**src/rtl/pste_pkg.sv**
```systemverilog
// Shared types and constants for the piecewise trajectory evaluator.
// Holds request codes, datapath command/status structs and the controller state type.
// No dependencies.
package pste_pkg;

    localparam int unsigned AXES   = 3;
    localparam int unsigned WORD_W = 32;
    localparam int unsigned SUM_W  = 48;
    localparam int unsigned DVD_W  = 64;

    // Normalised time of exactly one: one integer bit over 32 fraction bits
    localparam logic [32:0] U_ONE = 33'h1_0000_0000;

    localparam logic [1:0] REQ_KNOT = 2'd0;
    localparam logic [1:0] REQ_COEF = 2'd1;
    localparam logic [1:0] REQ_EVAL = 2'd2;

    localparam logic [1:0] AXIS_LAST = 2'd2;
    localparam logic [1:0] AXIS_BAD  = 2'd3;

    typedef enum logic [4:0] {
        OP_NONE,
        OP_RD_END,
        OP_CLAMP,
        OP_SCAN,
        OP_SEG_S,
        OP_SEG_E,
        OP_SEG_F,
        OP_U_SET,
        OP_POW,
        OP_TERM_RD,
        OP_MUL,
        OP_ACC,
        OP_AX_CLR,
        OP_POS_SAVE,
        OP_DIV_START,
        OP_OUT
    } dp_op_t;

    typedef enum logic [1:0] {
        DIV_U,
        DIV_V,
        DIV_A1,
        DIV_A2
    } div_sel_t;

    typedef enum logic [4:0] {
        S_IDLE,
        S_RD_END,
        S_CLAMP,
        S_SCAN,
        S_SEG_S,
        S_SEG_E,
        S_SEG_F,
        S_U_SET,
        S_DIV_GO,
        S_DIV_WAIT,
        S_POW,
        S_AX_CLR,
        S_TERM_RD,
        S_MUL,
        S_ACC,
        S_FIN,
        S_A_CHK,
        S_NEXT_AX,
        S_OUT
    } ctrl_state_t;

    typedef struct packed {
        dp_op_t     op;
        div_sel_t   div_sel;
        logic       accept;
        logic [1:0] sub;
        logic [1:0] axis;
    } dp_cmd_t;

    typedef struct packed {
        logic scan_last;
        logic need_udiv;
        logic fault;
        logic a1_sat;
        logic div_done;
        logic out_free;
    } dp_status_t;

    function automatic logic [31:0] sat32(input logic signed [65:0] x);
        logic [31:0] r;
        if (x > 66'sd2147483647)
            r = 32'h7FFF_FFFF;
        else if (x < -66'sd2147483648)
            r = 32'h8000_0000;
        else
            r = x[31:0];
        return r;
    endfunction

endpackage

```
**src/rtl/pste_ctrl.sv**
```systemverilog
// Sequencing state machine: knot scan, normalised time, powers, terms and divisions.
// Depends on pste_pkg; drives pste_dp through command and status structs.
module pste_ctrl #(
    parameter int unsigned POLY_TERMS = 8,
    parameter int unsigned CW = 5
) (
    input  logic                    clk,
    input  logic                    rst_n,
    input  logic                    in_valid,
    input  logic [1:0]              req_type,
    output logic                    in_stall,
    input  pste_pkg::dp_status_t    st,
    output pste_pkg::dp_cmd_t       cmd,
    output logic [CW-1:0]           cnt
);
    import pste_pkg::*;

    ctrl_state_t   state_reg, state_next;
    logic [CW-1:0] cnt_reg, cnt_next;
    logic [1:0]    sub_reg, sub_next;
    logic [1:0]    axis_reg, axis_next;
    div_sel_t      sel_reg, sel_next;
    logic          k_last;

    assign k_last = (cnt_reg == CW'(POLY_TERMS - 1));

    always_comb
    begin
        state_next = state_reg;
        cnt_next   = cnt_reg;
        sub_next   = sub_reg;
        axis_next  = axis_reg;
        sel_next   = sel_reg;
        case (state_reg)
            S_IDLE:
            begin
                if (in_valid && (req_type == REQ_EVAL))
                    state_next = S_RD_END;
            end
            S_RD_END:
                state_next = S_CLAMP;
            S_CLAMP:
            begin
                cnt_next   = '0;
                axis_next  = '0;
                state_next = S_SCAN;
            end
            S_SCAN:
            begin
                if (st.scan_last)
                    state_next = S_SEG_S;
                else
                    cnt_next = cnt_reg + CW'(1);
            end
            S_SEG_S:
                state_next = S_SEG_E;
            S_SEG_E:
                state_next = S_SEG_F;
            S_SEG_F:
                state_next = S_U_SET;
            S_U_SET:
            begin
                if (st.need_udiv)
                begin
                    sel_next   = DIV_U;
                    state_next = S_DIV_GO;
                end
                else
                begin
                    cnt_next   = CW'(1);
                    state_next = S_POW;
                end
            end
            S_DIV_GO:
                state_next = S_DIV_WAIT;
            S_DIV_WAIT:
            begin
                if (st.div_done)
                begin
                    case (sel_reg)
                        DIV_U:
                        begin
                            cnt_next   = CW'(1);
                            state_next = S_POW;
                        end
                        DIV_V:
                        begin
                            sel_next   = DIV_A1;
                            state_next = S_DIV_GO;
                        end
                        DIV_A1:
                            state_next = S_A_CHK;
                        default:
                            state_next = S_NEXT_AX;
                    endcase
                end
            end
            S_POW:
            begin
                if (k_last)
                    state_next = S_AX_CLR;
                else
                    cnt_next = cnt_reg + CW'(1);
            end
            S_AX_CLR:
            begin
                cnt_next   = '0;
                state_next = S_TERM_RD;
            end
            S_TERM_RD:
            begin
                sub_next   = '0;
                state_next = S_MUL;
            end
            S_MUL:
                state_next = S_ACC;
            S_ACC:
            begin
                if ((sub_reg != 2'd2) && (CW'(sub_reg) < cnt_reg))
                begin
                    sub_next   = sub_reg + 2'd1;
                    state_next = S_MUL;
                end
                else if (k_last)
                    state_next = S_FIN;
                else
                begin
                    cnt_next   = cnt_reg + CW'(1);
                    state_next = S_TERM_RD;
                end
            end
            S_FIN:
            begin
                if (st.fault)
                    state_next = S_NEXT_AX;
                else
                begin
                    sel_next   = DIV_V;
                    state_next = S_DIV_GO;
                end
            end
            S_A_CHK:
            begin
                if (st.a1_sat)
                    state_next = S_NEXT_AX;
                else
                begin
                    sel_next   = DIV_A2;
                    state_next = S_DIV_GO;
                end
            end
            S_NEXT_AX:
            begin
                if (axis_reg == AXIS_LAST)
                    state_next = S_OUT;
                else
                begin
                    axis_next  = axis_reg + 2'd1;
                    state_next = S_AX_CLR;
                end
            end
            S_OUT:
            begin
                if (st.out_free)
                    state_next = S_IDLE;
            end
            default:
                state_next = S_IDLE;
        endcase
    end

    always_comb
    begin
        cmd.op      = OP_NONE;
        cmd.div_sel = sel_reg;
        cmd.accept  = 1'b0;
        cmd.sub     = sub_reg;
        cmd.axis    = axis_reg;
        case (state_reg)
            S_IDLE:     cmd.accept = in_valid;
            S_RD_END:   cmd.op = OP_RD_END;
            S_CLAMP:    cmd.op = OP_CLAMP;
            S_SCAN:     cmd.op = OP_SCAN;
            S_SEG_S:    cmd.op = OP_SEG_S;
            S_SEG_E:    cmd.op = OP_SEG_E;
            S_SEG_F:    cmd.op = OP_SEG_F;
            S_U_SET:    cmd.op = OP_U_SET;
            S_DIV_GO:   cmd.op = OP_DIV_START;
            S_POW:      cmd.op = OP_POW;
            S_AX_CLR:   cmd.op = OP_AX_CLR;
            S_TERM_RD:  cmd.op = OP_TERM_RD;
            S_MUL:      cmd.op = OP_MUL;
            S_ACC:      cmd.op = OP_ACC;
            S_FIN:      cmd.op = OP_POS_SAVE;
            S_OUT:      cmd.op = st.out_free ? OP_OUT : OP_NONE;
            default:    cmd.op = OP_NONE;
        endcase
    end

    assign in_stall = (state_reg != S_IDLE);
    assign cnt      = cnt_reg;

    always_ff @(posedge clk or negedge rst_n)
    begin
        if (!rst_n)
        begin
            state_reg <= S_IDLE;
            cnt_reg   <= '0;
            sub_reg   <= '0;
            axis_reg  <= '0;
            sel_reg   <= DIV_U;
        end
        else
        begin
            state_reg <= state_next;
            cnt_reg   <= cnt_next;
            sub_reg   <= sub_next;
            axis_reg  <= axis_next;
            sel_reg   <= sel_next;
        end
    end

endmodule

```
**config.mk**
```make
export PLATFORM = sky130hd
export DESIGN_NAME = pste_ctrl
export DESIGN_NICKNAME = d
export VERILOG_FILES = /design/src/rtl/pste_pkg.sv /design/src/rtl/pste_ctrl.sv
export SDC_FILE = /design/constraint.sdc
export NUM_CORES = 1
export LEC_CHECK = 0
export ABC_CLOCK_PERIOD_IN_PS = 2100
export BUFFER_PORTS_ARGS = -buffer_cell sky130_fd_sc_hd__clkbuf_2
export CAP_MARGIN = 10
export CORE_UTILIZATION = 50
export CTS_CLUSTER_DIAMETER = 150
export DETAILED_ROUTE_END_ITERATION = 7
export GPL_ROUTABILITY_DRIVEN = 0
export PLACE_DENSITY = 0.82
export SYNTH_ARGS = -nofsm -noshare
export SYNTH_HDL_FRONTEND = slang
export SYNTH_SLANG_ARGS = --single-unit
```
**constraint.sdc**
```tcl
create_clock -name clk -period 2.1 [get_ports clk]
set_clock_uncertainty 0.15 [all_clocks]
set_input_delay 0.42 -clock clk [delete_from_list [all_inputs] [get_ports clk]]
set_output_delay 0.42 -clock clk [all_outputs]
set_load 0.1 [all_outputs]
```
* Word-level counts from Yosys, hierarchy flattened
Index checks and enable logic that the tools add are counted.
Cells by class: eq/ne operators 39, multiplexer cells 33, order comparisons 1, reductions and logical operators 15, add/sub/neg operators 3
Operators by type and width (count):
- 5-bit case mux with 19 select lines | 1
- 5-bit 2-to-1 mux | 14
- 4-bit case mux with 15 select lines | 1
- 5-bit by 4-bit equality test with 1-bit output, second input constant | 8
- 2-bit != test, second input constant | 16
- 5-bit case mux with 6 select lines | 1
- 5-bit by 3-bit equality test with 1-bit output, second input constant | 5
- 2-bit 2-to-1 mux | 10
- 5-bit equality test, second input constant | 3
- 5-bit case mux with 3 select lines | 1
- 6-bit AND reduction | 2
- 5-bit by 2-bit equality test with 1-bit output, second input constant | 2
- 2-bit case mux with 2 select lines | 2
- 2-bit case mux with 4 select lines | 1
- 2-bit equality test, second input constant | 3
- 6-bit nonzero test | 1
- 5-bit by 1-bit adder with 5-bit output, second input constant | 1
- 5-bit by 1-bit equality test with 1-bit output, second input constant | 1
- 5-bit zero test | 1
- 2-bit by 5-bit < comparator with 1-bit output | 1
- 5-bit AND reduction | 1
- 5-bit nonzero test | 1
- 2-bit by 1-bit adder with 2-bit output, second input constant | 2
- 4-bit 2-to-1 mux | 1
- other kinds (8) | 11
Word-level totals: logic and storage cells 96, output and inout port bits 18, input bits 11, bits in registers 16

* Logic depth before layout (Yosys ltp)
Gate-level depths: netlist of run 1.
depth after elaboration 4, mapped depth 8, depth with buffers taken out 7

* Worst setup path before layout of run 1
No wires, ideal clock.
kind flip-flop to output port, start point reg state_reg[4], end point out cmd[10] in the netlist's numbering, required time 1530 ps, arrival 3235 ps, path slack -1705 ps, buffers on the path 3, stages on the path, launching flop included 7, cell sequence dfrtp_1 -> buf_2 -> buf_4 -> inv_1 -> clkbuf_1 -> nand2_1 -> o21ai_0
RTL lines:
- from (decl) | line pste_ctrl.sv:18 | ctrl_state_t state_reg, state_next;
- from (signal assigned) | line pste_ctrl.sv:215 | state_reg <= state_next;
- to (decl) | line pste_ctrl.sv:13 | output pste_pkg::dp_cmd_t cmd,

==> metrics.md, run 1 <==
| Metric | Value |
|---|---|
| Critical path endpoint category | output port |
| Period Utilization, post-route | 109% |
| Iteration-0 DRC Markers | 220 |
| CP Launch Type | flip-flop |
| Synth-to-Final Area Change | 53.4% |
| Die W | approximately 58 microns |
| Setup tns final | -1.41 ns |
| CP bufs+invs | 2 |
| Core Region | 2850 sq um |
| Tot GR Track Use | ~32% |
| Failing checks | design-rule violations, negative setup slack |
| IO Count | 29 |
| CTS Root Cell | clkbuf_4 |
| Antenna violations before repair | 0 |
| CTS tree | yes |
| Synth area leaders | dfrtp_1, o21ai_0, nand2_1, a21oi_1, ha_1 |
| Leading area contributor after synthesis | dfrtp_1 |
| Launching point of the worst reg2reg path | sel_reg[0] |
| CP max stage delay | 0.48 ns |
| Die Area | 3350 sq um |
| Worst setup path end | cmd[7] |
| Cell variety after synth | 54 |
| Register-to-Register Path Depth | 5 |
| Sequential fraction of the synthesis area | approximately a quarter |
| Port Buf Inserts | 27 |
| Top-count cell post-synth | o21ai_0 |
| R2R setup slack | -0.10 ns |
| DP Wirelength | 3.40 mm |
| Grt ovf | 0 |
| Vias per inst | 6.75 |
| Status | finished with violations |
| Reg clk slew, reported paths | approximately 0.09 ns |
| Fin. max-slew vios | 0 |
| Hold Path Class | flip-flop to flip-flop |
| Synthesized area | 1560 sq um |
| # DRC | 2 |
| Headroom to the max-slew limit | 63.3% |
| Via count | 1,964 |
| H-tree levels | 1 |
| Worst-margin pin slew | 0.553 ns |
| WS Path Type | flip-flop to output port |
| Placement Rows | 19 |
| RSZ-0062 raised after global routing | yes |
| Initial DRT Pass Iterations | 7 |
| Main synth FF type | dfrtp_1 |
| Share of layout cells above drive strength 1 | slightly above 50% |
| Slowest-stage cell, CP | dfrtp_2 |
| Total placed instance area | 2110 sq um |
| Synth top area share | 25.7% |
| Clk Latency, worst-skew pair | 0.31 ns |
| Fillers | 162 |
| Critical Path RT | 1.53 ns |
| Final worst slack | -0.198 ns |
| Vias in the first global route | 1,725 |
| Synthesized flop and latch total | 16 |
| Syn. warnings | 0 |
| Syn Area/Cell | between 7 and 8 sq um |
| Cts bufs inserted | 3 |
| Die height | a little under 60 microns |
| Crit-path max FO | 15 |
| Worst Path Arrival | around 1.7 ns |
| CP Launch Point | state_reg[3] |
| Nets | between 200 and 300 |
| WP depth | 5 |
| Starting Density | 54.7% |
| Fmax achieved | 435 MHz |
| Fin. Hold Viols | 0 |
| Global-route wire length before repair | 8.31 mm |
| Cells after synthesis | ~200 |
| Largest net degree at the start of global routing | 17 |
| Total wire length | 6.05 mm |
| Async S/R FF share, synth | 100% |
| Crit Reg-Reg Endpoint | cnt[1] |
| Critical path cell sequence | buf_6 -> nand2b_1 -> o21ai_1 -> a22o_4 -> buf_12 |
| Fin area | approximately 2400 sq um |
| EDFF count, synth | 0 |
| Synth cell count leaders | o21ai_0, nand2_1, dfrtp_1, a21oi_1 |
| Clock Path Buffers | 2 |
| Final min period | 2.30 ns |
| # diodes | 0 |
| Synthesized Nets | about 210 |
| Wire per inst | 20.8 microns |
| Final setup viols | 16 |
| Final antenna-violating net count | 0 |
| TritonCTS Sinks | 16 |
| Max_cap viols | 0 |
| CP delay by family, top | flip-flops |
==> cell usage in the layout (no fill, tap or decap), types with 5 or more instances in the layout <==
cell,synthesis,final
buf_4,4,40
clkbuf_2,0,21
nand2_1,18,16
nand3_1,10,10
dfrtp_2,0,10
o21ai_0,19,9
a21oi_1,11,8
buf_12,0,8
nor3_1,8,7
nand2b_1,5,5
o21ai_1,0,5
nor2_1,10,5
dfrtp_4,0,5
==> worst min path at each step <==
stage	start	to	slack, ns	depth (start not counted)
CTS	st[0]	state_reg[4]	0.34	4
global placement	rst_n	state_reg[2]	0.22	1
finish	axis_reg[0]	axis_reg[0]	0.36	1
floorplan	rst_n	axis_reg[0]	-0.03	0
global route	axis_reg[0]	axis_reg[0]	0.37	1
detailed placement	rst_n	state_reg[2]	0.23	1
==> timing repair <==
action,in CTS,in global routing
resized for setup,31,15
hold endpoints to repair,16,0
endpoints found under the setup margin,12,16
hold buffers,1,0
pin swaps,11,9
setup buffers,10,5
==> metal layers <==
layer,track usage [%],vias to the layer above,share of wire [%]
li1,-,850,-
met1,43.4,923,39
met3,5.36,38,8.8
met2,52.7,153,47
met4,11.9,0,4.8
met5,0,-,0
==> cells by family after synthesis <==
kind of cell / after synthesis / synth area share, %
and+or+nand+nor: 87 / 32.7
AOI/OAI and AO/OA: 57 / 24.5
buffers and inverters: 21 / 6.82
DFF: 16 / 25.7
muxes: 8 / 5.69
adders and majority gates: 4 / 3.21
xor gates and xnor gates: 2 / 1.12
other: 1 / 0.240
==> stage by stage <==
step	worst slack, ns	std cells	utilization [%]	hold WS [ns]
floorplan	-0.167	196	-	-0.0256
global placement	-0.0355	272	74.0	0.221
detailed placement	-0.0579	272	74.0	0.230
CTS	-0.136	286	80.8	0.344
global route	-0.238	291	83.9	0.375
finish	-0.198	291	83.9	0.361
==> final cells by class <==
class	instances	area (sq um)	share of cell area [%]
Inverter	6	25.0	1.05
Tap cell	31	38.8	1.62
Timing Repair Buffer	75	624	26.1
Multi-Input combinational cell	159	1250	52.1
Sequential cell	16	432	18.0
Clock buffer	4	26.3	1.10
Power of run 1 is not shown: default switching activity piles up to over one toggle a cycle in this logic, so the estimate is an artifact.
==> run 2, diff against run 1 <==
--- a/config.mk
+++ b/config.mk
@@ -8,6 +8,7 @@
 export ABC_CLOCK_PERIOD_IN_PS = 2100
 export BUFFER_PORTS_ARGS = -buffer_cell sky130_fd_sc_hd__clkbuf_2
 export CAP_MARGIN = 10
+export CORE_ASPECT_RATIO = 0.6
 export CORE_UTILIZATION = 50
 export CTS_CLUSTER_DIAMETER = 150
 export DETAILED_ROUTE_END_ITERATION = 7
==> metrics.md, run 2 (synthesized netlist as in run 1, its figures left out) <==
| Metric | Value |
|---|---|
| Vias per inst | around 6.7 |
| Hold Path Class | flip-flop to flip-flop |
| Grt ovf | 0 |
| Clk Latency, worst-skew pair | 0.26 ns |
| Met1 WL | 2.57 mm |
| Critical path cell sequence | or3b_1 -> a32oi_4 -> nand3_1 -> or4_1 -> a21boi_1 |
| Core Region | approximately 2900 sq um |
| CP delay by family, top | simple AND/OR/NAND/NOR gates |
| Final setup viols | 10 |
| Fmax achieved | approximately 450 MHz |
| Cells after DPL | 287 |
| Port Buf Inserts | 27 |
| Critical Path RT | around 2.1 ns |
| Fin. Hold Viols | 0 |
| Headroom to the max-slew limit | roughly 62% |
| Die Area | 3360 sq um |
| Period Utilization, post-route | 107% |
| Largest net degree at the start of global routing | 19 |
| CP bufs+invs | 0 |
| CP Launch Type | flip-flop |
| Fin cells | 301 |
| # DRC | 0 |
| Crit-path max FO | 5 |
| Most frequent cells in the layout | buf_4, clkbuf_2, nand2_1 |
| WS Path Type | flip-flop to flip-flop |
| Critical path endpoint category | flip-flop |
| Tot GR Track Use | 37.4% |
| DR top layer | met4 |
| Worst-margin pin slew | 0.573 ns |
| Global-route wire length before repair | between 9 and 10 mm |
| Most common cell after layout, fill and taps aside | buf_4 |
| Status | finished with violations |
| Die height | 45.3 microns |
| Placement Rows | 15 |
| H-tree levels | 1 |
| DP Wirelength | 3.76 mm |
| Fin area | 2430 sq um |
| CP max stage delay | 0.48 ns |
| CTS tree | yes |
| Wire per inst | around 21 microns |
| Total placed instance area | 2140 sq um |
| Initial DRT Pass Iterations | 5 |
| Clock Path Buffers | 2 |
| Synth-to-Final Area Change | 55.8% |
| Final min period | 2.24 ns |
| Met2 routed WL | around 2.8 mm |
| Final worst slack | -0.142 ns |
| Worst Path Arrival | around 2.3 ns |
| Fin. max-slew vios | 0 |
| Met3 WL | 668 microns |
| Final antenna-violating net count | 0 |
| RSZ-0062 raised after global routing | yes |
| Failing checks | negative setup slack |
| Cts bufs inserted | 3 |
| Starting Density | 53.6% |
| Total wire length | 6.28 mm |
| Nets | 275 |
| Antenna violations before repair | 0 |
| IO Count | 29 |
| Via count | 2,016 |
| Share of layout cells above drive strength 1 | 50.2% |
| TritonCTS Sinks | 16 |
| Reg clk slew, reported paths | ~0.07 ns |
| # diodes | 0 |
| Iteration-0 DRC Markers | 390 |
| Max_cap viols | 0 |
| Die W | 74.1 microns |
| Slowest-stage cell, CP | dfrtp_4 |
| CTS Root Cell | clkbuf_8 |
| Vias in the first global route | 1,849 |
| Finished Core Util | 83.6% |
| Dpl ws | -0.0532 ns |
-- run 2: cell types whose count changed in the layout (fill, tap and decap cells not counted), moves of 3 or more --
cell      change
buf_6         +3
clkbuf_4      -3
clkbuf_8      +3
nor2_2        -3
-- run 2: final timing paths --
kind,endpoint,cells past startpoint,from,slack [ns]
max reg2reg,cnt[2],5,sel_reg[1],-0.14
min reg2reg,axis_reg[1],2,axis_reg[1],0.36
max,cnt[2],5,sel_reg[1],-0.14
max in group asynchronous,sub_reg[0],2,rst_n,0.96
min,axis_reg[1],2,axis_reg[1],0.36
min in group asynchronous,cnt[0],2,rst_n,0.48
-- run 2: layer usage --
metal,vias to the layer above,track usage [%]
li1,855,-
met5,-,0
met3,41,7.59
met4,0,13.5
met2,162,59.1
met1,958,51.1
-- run 2: layout make-up --
class                      count  area [sq um]
sequential                    16           432
inverter                       6          22.5
fill                         145           478
clock buffer                   4          45.0
tap                           42          52.6
timing repair buffer          74           619
multi-input combinational    159          1260
-- run 2: metrics by stage --
step | TNS [ns] | hold WS (ns)
2_1_floorplan | -0.406 | -0.0256
3_3_place_gp | -0.0225 | 0.227
3_5_place_dp | -0.0532 | 0.224
4_1_cts | -0.343 | 0.363
5_1_grt | -1.27 | 0.397
6_report | -0.803 | 0.358
-- run 2: worst reg2reg max path: stages (launching register included) --
cell and delay, ns:
dfrtp_4 0.48, or3b_1 0.42, a32oi_4 0.30, nand3_1 0.22, or4_1 0.45, a21boi_1 0.15
-- run 2: repair_timing --
item,in CTS,in global routing
hold endpoints to repair,16,0
buffers inserted,6,3
pin swaps,4,6
hold buffers,1,0
endpoints found under the setup margin,9,17
resized for setup,24,26
Power of run 2 is left out for the same reason.
==> run 3, diff against run 2 <==
--- a/config.mk
+++ b/config.mk
@@ -14,6 +14,7 @@
 export DETAILED_ROUTE_END_ITERATION = 7
 export GPL_ROUTABILITY_DRIVEN = 0
 export PLACE_DENSITY = 0.82
+export REMOVE_ABC_BUFFERS = 1
 export SYNTH_ARGS = -nofsm -noshare
 export SYNTH_HDL_FRONTEND = slang
 export SYNTH_SLANG_ARGS = --single-unit
==> metrics.md, run 3 (synthesized netlist as in run 1, its figures left out) <==
| Metric | Value |
|---|---|
| Period Utilization, post-route | 112% |
| CP Launch Type | flip-flop |
| Nets | 287 |
| Status | finished with violations |
| Most frequent cells in the layout | buf_4, clkbuf_2, nand2_1 |
| Reg clk slew, reported paths | 0.07 ns |
| # diodes | 0 |
| Cts bufs inserted | 3 |
| Grt ovf | 0 |
| Most common cell after layout, fill and taps aside | buf_4 |
| Via count | between 2,000 and 2,500 |
| Placement Rows | 15 |
| WS Path Type | flip-flop to flip-flop |
| RSZ-0062 raised after global routing | yes |
| Starting Density | 53.6% |
| Synth-to-Final Area Change | 61.8% |
| Clk Latency, worst-skew pair | 0.26 ns |
| Failing checks | design-rule violations, negative setup slack |
| Total wire length | roughly 7.3 mm |
| Worst-margin pin slew | 0.562 ns |
| Iteration-0 DRC Markers | about 400 |
| Fin. max-slew vios | 0 |
| Fmax achieved | roughly 420 MHz |
| Fin. Hold Viols | 0 |
| Core Region | between 2000 and 3000 sq um |
| Register-to-Register Path Depth | 7 |
| M3 GR Usage | 10.5% |
| Gr busiest metal | met2 |
| Global-route wire length before repair | 9.59 mm |
| IO Count | 29 |
| Final antenna-violating net count | 0 |
| R2R setup slack | -0.26 ns |
| Min-Delay Path Depth | 1 |
| Headroom to the max-slew limit | 62.7% |
| Slowest-stage cell, CP | dfrtp_2 |
| Tot GR Track Use | 39.9% |
| Vias per inst | 7.09 |
| Port Buf Inserts | 27 |
| Critical Path RT | approximately 2.1 ns |
| Critical path endpoint category | flip-flop |
| Critical hold path startpoint | axis_reg[0] |
| Final worst slack | -0.261 ns |
| Final min period | 2.36 ns |
| CTS Root Cell | clkbuf_8 |
| Share of layout cells above drive strength 1 | 49.1% |
| CTS tree | yes |
| Die W | 74.1 microns |
| Final setup viols | 18 |
| Vias in the first global route | approximately 1,900 |
| Clock Path Buffers | 2 |
| H-tree levels | 1 |
| Initial DRT Pass Iterations | 8 |
| Hold endpoint | axis_reg[0] |
| Grt met2 use | 62.2% |
| # DRC | 9 |
| Max_cap viols | 0 |
| Launching point of the worst reg2reg path | state_reg[2] |
| Largest net degree at the start of global routing | 27 |
| TritonCTS Sinks | 16 |
| Met1 usage | roughly 52% |
| Hold Path Class | flip-flop to flip-flop |
| Crit Reg-Reg Endpoint | cnt[3] |
| Crit-path max FO | 6 |
| Die Area | ~3400 sq um |
| DP Wirelength | 3.67 mm |
| Critical path cell sequence | buf_6 -> mux2_4 -> a32oi_4 -> buf_4 -> nand3_1 -> or4_1 -> a21boi_1 |
| Setup tns final | -2.21 ns |
| CP max stage delay | between 0.4 and 0.5 ns |
| Worst Path Arrival | 2.39 ns |
| Die height | 45.3 microns |
| Antenna violations before repair | 0 |
| Wire per inst | roughly 23 microns |
run 3: layout make-up:
class / count / area (sq um)
Sequential cell: 16 / 405
Clock buffer: 4 / 55.1
Inverter: 6 / 25.0
Multi-Input combinational cell: 159 / 1260
Fill cell: 128 / 384
Tap cell: 42 / 52.6
Timing Repair Buffer: 86 / 724
run 3: metal layers:
layer | up-vias | wire length (microns) | part of all wire, %
li1 | 877 | - | -
met1 | 1030 | 2710 | 37
met2 | 242 | 3110 | 42
met3 | 70 | 1020 | 14
met4 | 0 | 479 | 6.5
met5 | - | 0 | 0
run 3: worst max-delay path by stage:
stage	slack [ns]	endpoint	from
6_report	-0.26	cnt[3]	state_reg[2]
5_1_grt	-0.25	cnt[3]	state_reg[2]
4_1_cts	-0.10	cmd[4]	state_reg[2]
3_5_place_dp	-0.14	cnt[1]	st[1]
3_3_place_gp	-0.11	cnt[1]	st[1]
2_1_floorplan	-1.72	cmd[9]	state_reg[3]
run 3: through the flow:
stage / instances / utilization [%] / hold slack [ns] / instance area (sq um) / worst slack (ns)
after floorplan: 181 / - / -0.0256 / 1480 / -1.72
after global placement: 294 / 72.1 / 0.228 / 2100 / -0.105
after detailed placement: 294 / 72.1 / 0.230 / 2100 / -0.136
after CTS: 308 / 83.1 / 0.377 / 2420 / -0.103
after global routing: 313 / 86.8 / 0.427 / 2520 / -0.252
final: 313 / 86.8 / 0.405 / 2520 / -0.261
run 3: critical path, delay by kind of cell (launching register included):
family | cells | cell delay, ns
AOI/OAI and AO/OA | 2 | 0.49
buffers and inverters | 2 | 0.33
DFF | 1 | 0.49
muxes | 1 | 0.31
and+or+nand+nor | 2 | 0.52
run 3: timing repair:
| action | 4_1_cts | 5_1_grt |
|---|---|---|
| hold buffers | 1 | 0 |
| setup endpoints to repair | 13 | 18 |
| setup buffers | 10 | 7 |
| gates resized for setup | 53 | 18 |
| hold endpoints to repair | 16 | 0 |
| pin swaps | 15 | 18 |
Power of run 3 is left out for the same reason.
